$ cat config.mk
export PLATFORM = sky130hd
export DESIGN_NAME = keyed_block_transposition
export DESIGN_NICKNAME = d
export VERILOG_FILES = /design/src/rtl/kbt_pkg.sv /design/src/rtl/kbt_datapath.sv /design/src/rtl/kbt_ctrl.sv /design/src/rtl/keyed_block_transposition.sv
export VERILOG_INCLUDE_DIRS = /design/src /design/src/rtl
export SDC_FILE = /design/constraint.sdc
export NUM_CORES = 1
export LEC_CHECK = 0
export BUFFER_PORTS_ARGS = -buffer_cell sky130_fd_sc_hd__buf_4
export CORE_MARGIN = 3
export CORE_UTILIZATION = 54
export CTS_CLUSTER_DIAMETER = 50
export DETAILED_ROUTE_END_ITERATION = 16
export GPL_TIMING_DRIVEN = 0
export PLACE_DENSITY = 0.76
export SETUP_SLACK_MARGIN = 0.1
export SYNTH_ARGS = -nofsm -noshare
export SYNTH_HDL_FRONTEND = slang
export SYNTH_HIERARCHICAL = 1
export SYNTH_SLANG_ARGS = --single-unit
$ cat constraint.sdc
create_clock -name clk -period 5.43 [get_ports clk]
set_input_delay 1.086 -clock clk [delete_from_list [all_inputs] [get_ports clk]]
set_output_delay 1.086 -clock clk [all_outputs]
set_load 0.02 [all_outputs]
$ cat src/rtl/assert_macros.svh
// Assertion macros shared by the keyed block transposition RTL
`ifndef ASSERT_MACROS_SVH
`define ASSERT_MACROS_SVH

// Checked only outside reset
`define KBT_ASSERT(lbl, prop, msg) \
    lbl: assert property (@(posedge clk) disable iff (!rst_n) prop) else $error(msg);

// Checked at every edge, reset included
`define KBT_ASSERT_ALWAYS(lbl, prop, msg) \
    lbl: assert property (@(posedge clk) prop) else $error(msg);

`endif

$ cat src/rtl/kbt_pkg.sv
// Package: shared types and constants of the keyed block transposition
`default_nettype none
package kbt_pkg;

    localparam int MAX_BLOCK = 8;
    localparam int KEY_W     = 3;
    localparam int CFG_W     = 24;

    localparam logic [1:0] REG_BLOCK_SIZE   = 2'd0;
    localparam logic [1:0] REG_KEY_WORD     = 2'd1;
    localparam logic [1:0] REG_DECRYPT_MODE = 2'd2;

    localparam logic [3:0]  BLOCK_SIZE_RST = 4'd8;
    localparam logic [23:0] KEY_WORD_RST   = 24'hFAC688;

    localparam logic [7:0] CHAR_SPACE = 8'h20;
    localparam logic [7:0] PAD_LOWER  = 8'h7A;  // 'z'
    localparam logic [7:0] PAD_UPPER  = 8'h5A;  // 'Z'
    localparam logic [7:0] CASE_DELTA = 8'h20;

    typedef struct packed {
        logic take;     // accept the input beat
        logic step;     // load next permuted char into output register
    } kbt_cmd_t;

    typedef struct packed {
        logic emit_req; // current input beat closes a block
        logic last_idx; // emit index is at the final position
        logic out_room; // output register free this cycle
    } kbt_status_t;

endpackage
`default_nettype wire

$ cat src/rtl/kbt_datapath.sv
// Datapath: config registers, block buffer, fill count, permutation and output register
`default_nettype none
`include "assert_macros.svh"
module kbt_datapath
    import kbt_pkg::*;
(
    input  wire logic              clk,
    input  wire logic              rst_n,
    input  wire logic              cfg_we,
    input  wire logic [1:0]        cfg_addr,
    input  wire logic [CFG_W-1:0]  cfg_wdata,
    input  wire logic [7:0]        in_char,
    input  wire logic              in_end,
    input  wire kbt_cmd_t          cmd,
    output kbt_status_t            st,
    output logic                   out_valid,
    output logic [7:0]             out_char,
    output logic                   out_blk_last,
    output logic                   out_msg_last,
    input  wire logic              out_ready
);

    logic [3:0]           bsize_reg;
    logic [CFG_W-1:0]     key_reg;
    logic                 dec_reg;
    logic [7:0]           buf_mem [MAX_BLOCK];
    logic [3:0]           fill_reg, fill_next;
    logic                 end_reg;
    logic [2:0]           idx_reg, idx_next;
    logic                 oval_reg, oval_next;
    logic [7:0]           ochar_reg;
    logic                 oblk_reg;
    logic                 omsg_reg;

    logic [3:0]           size;
    logic [3:0]           pos;
    logic                 is_space;
    logic [KEY_W-1:0]     key_f [MAX_BLOCK];
    logic [2:0]           src;
    logic [7:0]           src_char;
    logic [7:0]           conv_char;

    function automatic logic [7:0] convert(input logic [7:0] ch, input logic dec);
        logic [7:0] r;
        r = ch;
        if (dec && ch >= 8'h41 && ch <= 8'h5A)
        begin
            r = ch + CASE_DELTA;
        end
        else if (!dec && ch >= 8'h61 && ch <= 8'h7A)
        begin
            r = ch - CASE_DELTA;
        end
        return r;
    endfunction

    // config registers
    always_ff @(posedge clk or negedge rst_n)
    begin
        if (!rst_n)
        begin
            bsize_reg <= BLOCK_SIZE_RST;
            key_reg   <= KEY_WORD_RST;
            dec_reg   <= 1'b0;
        end
        else if (cfg_we)
        begin
            case (cfg_addr)
                REG_BLOCK_SIZE:   bsize_reg <= cfg_wdata[3:0];
                REG_KEY_WORD:     key_reg   <= cfg_wdata;
                REG_DECRYPT_MODE: dec_reg   <= cfg_wdata[0];
                default:          ;
            endcase
        end
    end

    always_comb
    begin
        if (bsize_reg == 4'd0)
            size = 4'd1;
        else if (bsize_reg > 4'(MAX_BLOCK))
            size = 4'(MAX_BLOCK);
        else
            size = bsize_reg;
    end

    assign is_space = (in_char == CHAR_SPACE);
    assign pos      = (fill_reg >= size) ? (size - 4'd1) : fill_reg;

    always_comb
    begin
        for (int i = 0; i < MAX_BLOCK; i++)
            key_f[i] = key_reg[KEY_W*i +: KEY_W];
    end

    // source position of the current output slot
    always_comb
    begin
        src = 3'd0;
        if (dec_reg)
        begin
            for (int l = 0; l < MAX_BLOCK; l++)
                if (4'(l) < size && key_f[l] == idx_reg)
                    src = 3'(l);
        end
        else if ({1'b0, key_f[idx_reg]} < size)
        begin
            src = key_f[idx_reg];
        end
    end

    // slots at or beyond the fill count hold the pad
    assign src_char  = ({1'b0, src} >= fill_reg) ? (dec_reg ? PAD_UPPER : PAD_LOWER)
                                                 : buf_mem[src];
    assign conv_char = convert(src_char, dec_reg);

    assign st.emit_req = (!is_space && (pos + 4'd1 >= size))
                       || (in_end && (!is_space || fill_reg != 4'd0));
    assign st.last_idx = ({1'b0, idx_reg} == size - 4'd1);
    assign st.out_room = !oval_reg || out_ready;

    always_ff @(posedge clk)
    begin
        if (cmd.take && !is_space)
            buf_mem[pos[2:0]] <= in_char;
    end

    always_comb
    begin
        fill_next = fill_reg;
        idx_next  = idx_reg;
        oval_next = oval_reg && !out_ready;
        if (cmd.take && !is_space)
            fill_next = pos + 4'd1;
        if (cmd.step)
        begin
            oval_next = 1'b1;
            if (st.last_idx)
            begin
                idx_next  = 3'd0;
                fill_next = 4'd0;
            end
            else
            begin
                idx_next = idx_reg + 3'd1;
            end
        end
    end

    always_ff @(posedge clk or negedge rst_n)
    begin
        if (!rst_n)
        begin
            fill_reg <= 4'd0;
            idx_reg  <= 3'd0;
            oval_reg <= 1'b0;
            end_reg  <= 1'b0;
        end
        else
        begin
            fill_reg <= fill_next;
            idx_reg  <= idx_next;
            oval_reg <= oval_next;
            if (cmd.take)
                end_reg <= in_end;
        end
    end

    always_ff @(posedge clk)
    begin
        if (cmd.step)
        begin
            ochar_reg <= conv_char;
            oblk_reg  <= st.last_idx;
            omsg_reg  <= st.last_idx && end_reg;
        end
    end

    assign out_valid    = oval_reg;
    assign out_char     = ochar_reg;
    assign out_blk_last = oblk_reg;
    assign out_msg_last = omsg_reg;

    `KBT_ASSERT(a_fill_range, fill_reg <= 4'(MAX_BLOCK), "fill count beyond block")
    `KBT_ASSERT(a_msg_in_blk, oval_reg && omsg_reg |-> oblk_reg, "msg_last without block_last")
    `KBT_ASSERT(a_clear_after_blk, cmd.step && st.last_idx |=> fill_reg == 4'd0 && idx_reg == 3'd0,
        "block state not cleared after emit")

endmodule
`default_nettype wire

$ cat src/rtl/kbt_ctrl.sv
// Controller: sequences input acceptance and per-character block emission
`default_nettype none
`include "assert_macros.svh"
module kbt_ctrl
    import kbt_pkg::*;
(
    input  wire logic        clk,
    input  wire logic        rst_n,
    input  wire logic        in_valid,
    output logic             in_ready,
    input  wire kbt_status_t st,
    output kbt_cmd_t         cmd
);

    localparam logic ST_IDLE = 1'b0;
    localparam logic ST_EMIT = 1'b1;

    logic state_reg, state_next;

    always_comb
    begin
        state_next = state_reg;
        in_ready   = 1'b0;
        cmd.take   = 1'b0;
        cmd.step   = 1'b0;
        case (state_reg)
            ST_IDLE:
            begin
                in_ready = 1'b1;
                cmd.take = in_valid;
                if (in_valid && st.emit_req)
                    state_next = ST_EMIT;
            end
            ST_EMIT:
            begin
                cmd.step = st.out_room;
                if (st.out_room && st.last_idx)
                    state_next = ST_IDLE;
            end
            default: state_next = ST_IDLE;
        endcase
    end

    always_ff @(posedge clk or negedge rst_n)
    begin
        if (!rst_n)
            state_reg <= ST_IDLE;
        else
            state_reg <= state_next;
    end

    `KBT_ASSERT(a_no_take_and_step, !(cmd.take && cmd.step), "take and step in one cycle")
    `KBT_ASSERT(a_blk_starts_emit, cmd.take && st.emit_req |=> state_reg == ST_EMIT,
        "closed block not emitted")

endmodule
`default_nettype wire

$ cat src/rtl/keyed_block_transposition.sv
// Top level: keyed block transposition over a beat stream
//
// Input beats carry one message byte in s_tdata[7:0]; s_tlast marks the final
// byte of a message. Spaces are dropped, other bytes fill a block of
// block_size characters. A full block, or a partial one closed by s_tlast
// (padded with 'z' in plaintext form), is emitted permuted by the key.
// Output beats carry one character in m_tdata[7:0], m_tuser flags the last
// character of a block and m_tlast the last one of a message.
// Config: cfg_we writes cfg_wdata to register cfg_addr (0 block_size,
// 1 key_word, 2 decrypt_mode). The user must write only while no block is
// in flight; the block itself does not enforce it. Timing: an input beat
// that does not close a block leaves the controller idle and ready for the
// next beat. A beat that closes a block of N characters moves it to emit,
// where each step loads the next character into the single output register,
// one character per cycle while the receiver takes them. No input is taken
// during emit; the next beat is taken as soon as the last character sits in
// the output register. A stalled receiver holds m_tdata and pauses emission.
// Reset: config returns to its defaults and the block is empty.
`default_nettype none
module keyed_block_transposition
    import kbt_pkg::*;
(
    input  wire logic              clk,
    input  wire logic              rst_n,
    input  wire logic              cfg_we,
    input  wire logic [1:0]        cfg_addr,
    input  wire logic [CFG_W-1:0]  cfg_wdata,
    input  wire logic              s_tvalid,
    output logic                   s_tready,
    input  wire logic [7:0]        s_tdata,   // [7:0] char_in
    input  wire logic              s_tlast,   // msg_end
    output logic                   m_tvalid,
    input  wire logic              m_tready,
    output logic [7:0]             m_tdata,   // [7:0] char_out
    output logic                   m_tuser,   // [0] block_last
    output logic                   m_tlast    // msg_last
);

    kbt_cmd_t    cmd;
    kbt_status_t st;

    kbt_ctrl u_ctrl (
        .clk      (clk),
        .rst_n    (rst_n),
        .in_valid (s_tvalid),
        .in_ready (s_tready),
        .st       (st),
        .cmd      (cmd)
    );

    kbt_datapath u_dp (
        .clk          (clk),
        .rst_n        (rst_n),
        .cfg_we       (cfg_we),
        .cfg_addr     (cfg_addr),
        .cfg_wdata    (cfg_wdata),
        .in_char      (s_tdata),
        .in_end       (s_tlast),
        .cmd          (cmd),
        .st           (st),
        .out_valid    (m_tvalid),
        .out_char     (m_tdata),
        .out_blk_last (m_tuser),
        .out_msg_last (m_tlast),
        .out_ready    (m_tready)
    );

endmodule
`default_nettype wire

==> results.py <==
metrics = {
    "yosys": {
        "yosys_warnings": 6,
        "synth_top_cell_area_share_pct": 37.1,
        "ys_seq_elements": 113,
        "synthFlopType": "edfxtp_1",
        "yosysSeqAreaShare_pct": 53.7,
        "synth-edff-count": 74,
        "synthesis.area_sq_um": 5990,
        "synth_top_cell_by_area": "edfxtp_1",
        "synth_cells": 487,
        "synth_cell_types": 79,
        "synth_fp_nets": 548,
        "synth-async-reset-ratio_pct": 34.5,
        "ys_top_cells_by_area": "edfxtp_1, dfrtp_1, mux2_2",
        "synth.avg_cell_area_sq_um": 12.3,
    },
    "clock_network": {
        "clkSinkCount": 113,
        "cts_buffers": 17,
        "cts_tree": "yes",
        "htreeDepth": 4,
        "clk_pin_slew_ns": 0.06,
        "cts.path.max_buffers": 2,
        "cts-root-buf": "clkbuf_8",
        "clk_latency_ns": 0.52,
    },
    "layout": {
        "drive_gt1_share_pct": 35.3,
        "largest_reg_flops": 64,
        "final_cell_mix": "buf_4, edfxtp_1, nand2_1",
        "final_common_cell": "buf_4",
        "finalNonFillerCells": 728,
        "syn_to_final_growth_pct": 26.4,
        "insertedDiodeCount": 0,
        "nets": 640,
        "postLayoutCoreUtil_pct": 71.8,
        "fill_cells": 726,
    },
    "die": {
        "dieWidth_um": 111,
        "die_y_um": 111,
        "rows": 37,
        "initial_utilization_pct": 56.8,
        "die_area_sq_um": 12400,
        "core-area_sq_um": 10600,
        "io_pins": 52,
    },
    "drt": {
        "totalWireLength_um": 14900,
        "drtPass1Iterations": 5,
        "vias_per_cell": 6.07,
        "final_antenna_net_count": 0,
        "via_count": 4419,
        "drt-initial-drc-count": 272,
        "wire_per_inst_um": 20.4,
        "post-route-drc-count": 0,
    },
    "global_routing": {
        "grt.total_usage_pct": 24.4,
        "grt_max_degree": 40,
        "grt_pass1_wl_um": 23500,
        "grt-ovfl-total": 0,
        "grt_pass1_vias": 4514,
        "antenna_found_initial": 0,
    },
    "job": {
        "drv_cap": 0,
    },
    "critical_path": {
        "crit_path_start_kind": "flip-flop",
        "critical_path_class": "flip-flop to flip-flop",
        "arrival_ns": 5.90,
        "cp_max_fo": 6,
        "rrSetupSlack_ns": -0.20,
        "worstSetupEndpointType": "flip-flop",
        "crit_required_ns": 5.70,
    },
    "worst_hold_path": {
        "hold_path.class": "flip-flop to flip-flop",
    },
    "sta": {
        "tightest_slew_ns": 0.947,
        "finClkSkew_ns": 0.00793,
        "fin_crit_sh_pct": 104,
        "hold_viol": 0,
        "holdWs_ns": 0.514,
        "fin_ws_ns": -0.204,
        "slew_headroom_pct": 36.6,
        "fin_crit_ns": 5.63,
        "slew_viol_final": 0,
        "rsz0062_at_grt": "true",
        "setup_violations": 3,
        "timing.fmax_ghz": 0.177,
    },
    "placement": {
        "port_buffers": 51,
        "gp_congestion": 0.861,
        "hpwlAfterDp_um": 9870,
        "dp.cells": 674,
    },
    "outcome": {
        "status": "finished, violations left",
        "violations": "negative setup slack",
    },
    "power": {
        "power_density_nw_per_um2": 715,
        "max-vdd-ir-drop_uv": 514,
        "leakagePower_uw": 0.00300,
    },
}
==> stage by stage <==
stage	total power (uW)	setup slack, ns	cell area [sq um]	TNS [ns]
2_1_floorplan	3150	0.0582	6090	0
3_3_place_gp	3650	-0.632	6650	-1.68
3_5_place_dp	3770	-0.794	6650	-2.10
4_1_cts	5200	-0.181	7500	-0.342
5_1_grt	5700	-0.366	7570	-0.936
6_report	5420	-0.204	7570	-0.435
==> synthesized netlist by cell type, types with 3 or more instances <==
cell type / n
a21oi_1: 16
dfstp_2: 13
o221ai_1: 3
nand3_1: 9
clkbuf_1: 6
buf_6: 3
or4_1: 4
a22oi_1: 5
and2_1: 5
nor4_1: 3
inv_1: 22
o211ai_1: 13
edfxtp_1: 74
buf_2: 4
nand2b_1: 8
nand4_1: 3
nor2b_1: 5
nand2_1: 37
o21ai_0: 15
nor2_1: 26
a21o_1: 3
o221a_1: 4
xor2_1: 13
dfrtp_1: 26
a21boi_0: 4
mux2_2: 31
xnor2_1: 14
mux2i_1: 18
ha_1: 21
buf_4: 4
a211oi_1: 13
==> power breakdown <==
| part | switching [uW] | internal (uW) |
|---|---|---|
| Clock | 393 | 745 |
| Sequential | 91.7 | 1120 |
| Combinational | 1700 | 1370 |
==> cell type report <==
class / count / area [sq um] / area share (%)
multi-input cells: 331 / 2760 / 36.5
clock buffers: 19 / 422 / 5.57
inverters: 25 / 106 / 1.40
plain buffers: 17 / 145 / 1.92
flip-flops and latches: 113 / 3210 / 42.4
clock inverters: 13 / 186 / 2.46
well taps: 136 / 170 / 2.25
repair buffers: 74 / 568 / 7.50
==> timing repair <==
item / 4_1_cts / 5_1_grt
hold buffers: 0 / 0
gates cloned: 0 / 0
endpoints found under the setup margin: 8 / 3
buffers inserted: 19 / 4
pin swaps: 15 / 8
resized for setup: 22 / 10
==> layer usage <==
layer  track usage (%)  share of wire (%)  vias to the layer above
met5                 0                  0                        -
met4              9.57                2.5                        0
met3              4.75                5.2                       36
met2              42.0                 51                      184
met1              30.3                 42                     2181
li1                  -                  -                     2018
==> worst max-delay path, stage by stage, from the launching register on <==
cell and delay (ns):
dfrtp_1 0.35, buf_6 0.14, mux4_2 0.52, mux2_4 0.31, ha_4 0.22, o21ai_4 0.15, a211oi_2 0.06, or3b_4 0.40
buf_6 0.13, o21ai_4 0.16, nand2_4 0.08, clkinv_4 0.06, buf_8 0.10, buf_12 0.10, ha_4 0.12, a211oi_2 0.05
or3_1 0.32, clkbuf_8 0.16, o211ai_1 0.22, a211oi_4 0.10, buf_4 0.18, a22oi_1 0.34, o221ai_2 0.23, nand4b_1 0.33
nor3b_2 0.24, a221o_1 0.32
==> path summary, 6_finish.rpt <==
kind / start / endpoint / cells after the start
worst max-delay path: u_dp/idx_reg[1] / u_dp/out_char[7] / 25
worst min-delay path: u_dp/end_reg / u_dp/end_reg / 1
worst max register to register: u_dp/idx_reg[1] / u_dp/out_char[7] / 25
worst min register to register: u_dp/end_reg / u_dp/end_reg / 1
max in group asynchronous: rst_n / u_dp/key_reg[10] / 1
min in group asynchronous: rst_n / u_dp/key_reg[13] / 1
==> cell families after synthesis <==
family / synth area share (%)
flip-flops: 53.7
adder cells (fa/ha/maj): 4.39
buffers and inverters: 3.68
AND/OR/NAND/NOR: 11.3
multiplexers: 10.2
AO/OA/AOI/OAI: 12.8
XOR/XNOR: 3.95
(Power assumes the default switching activity.)
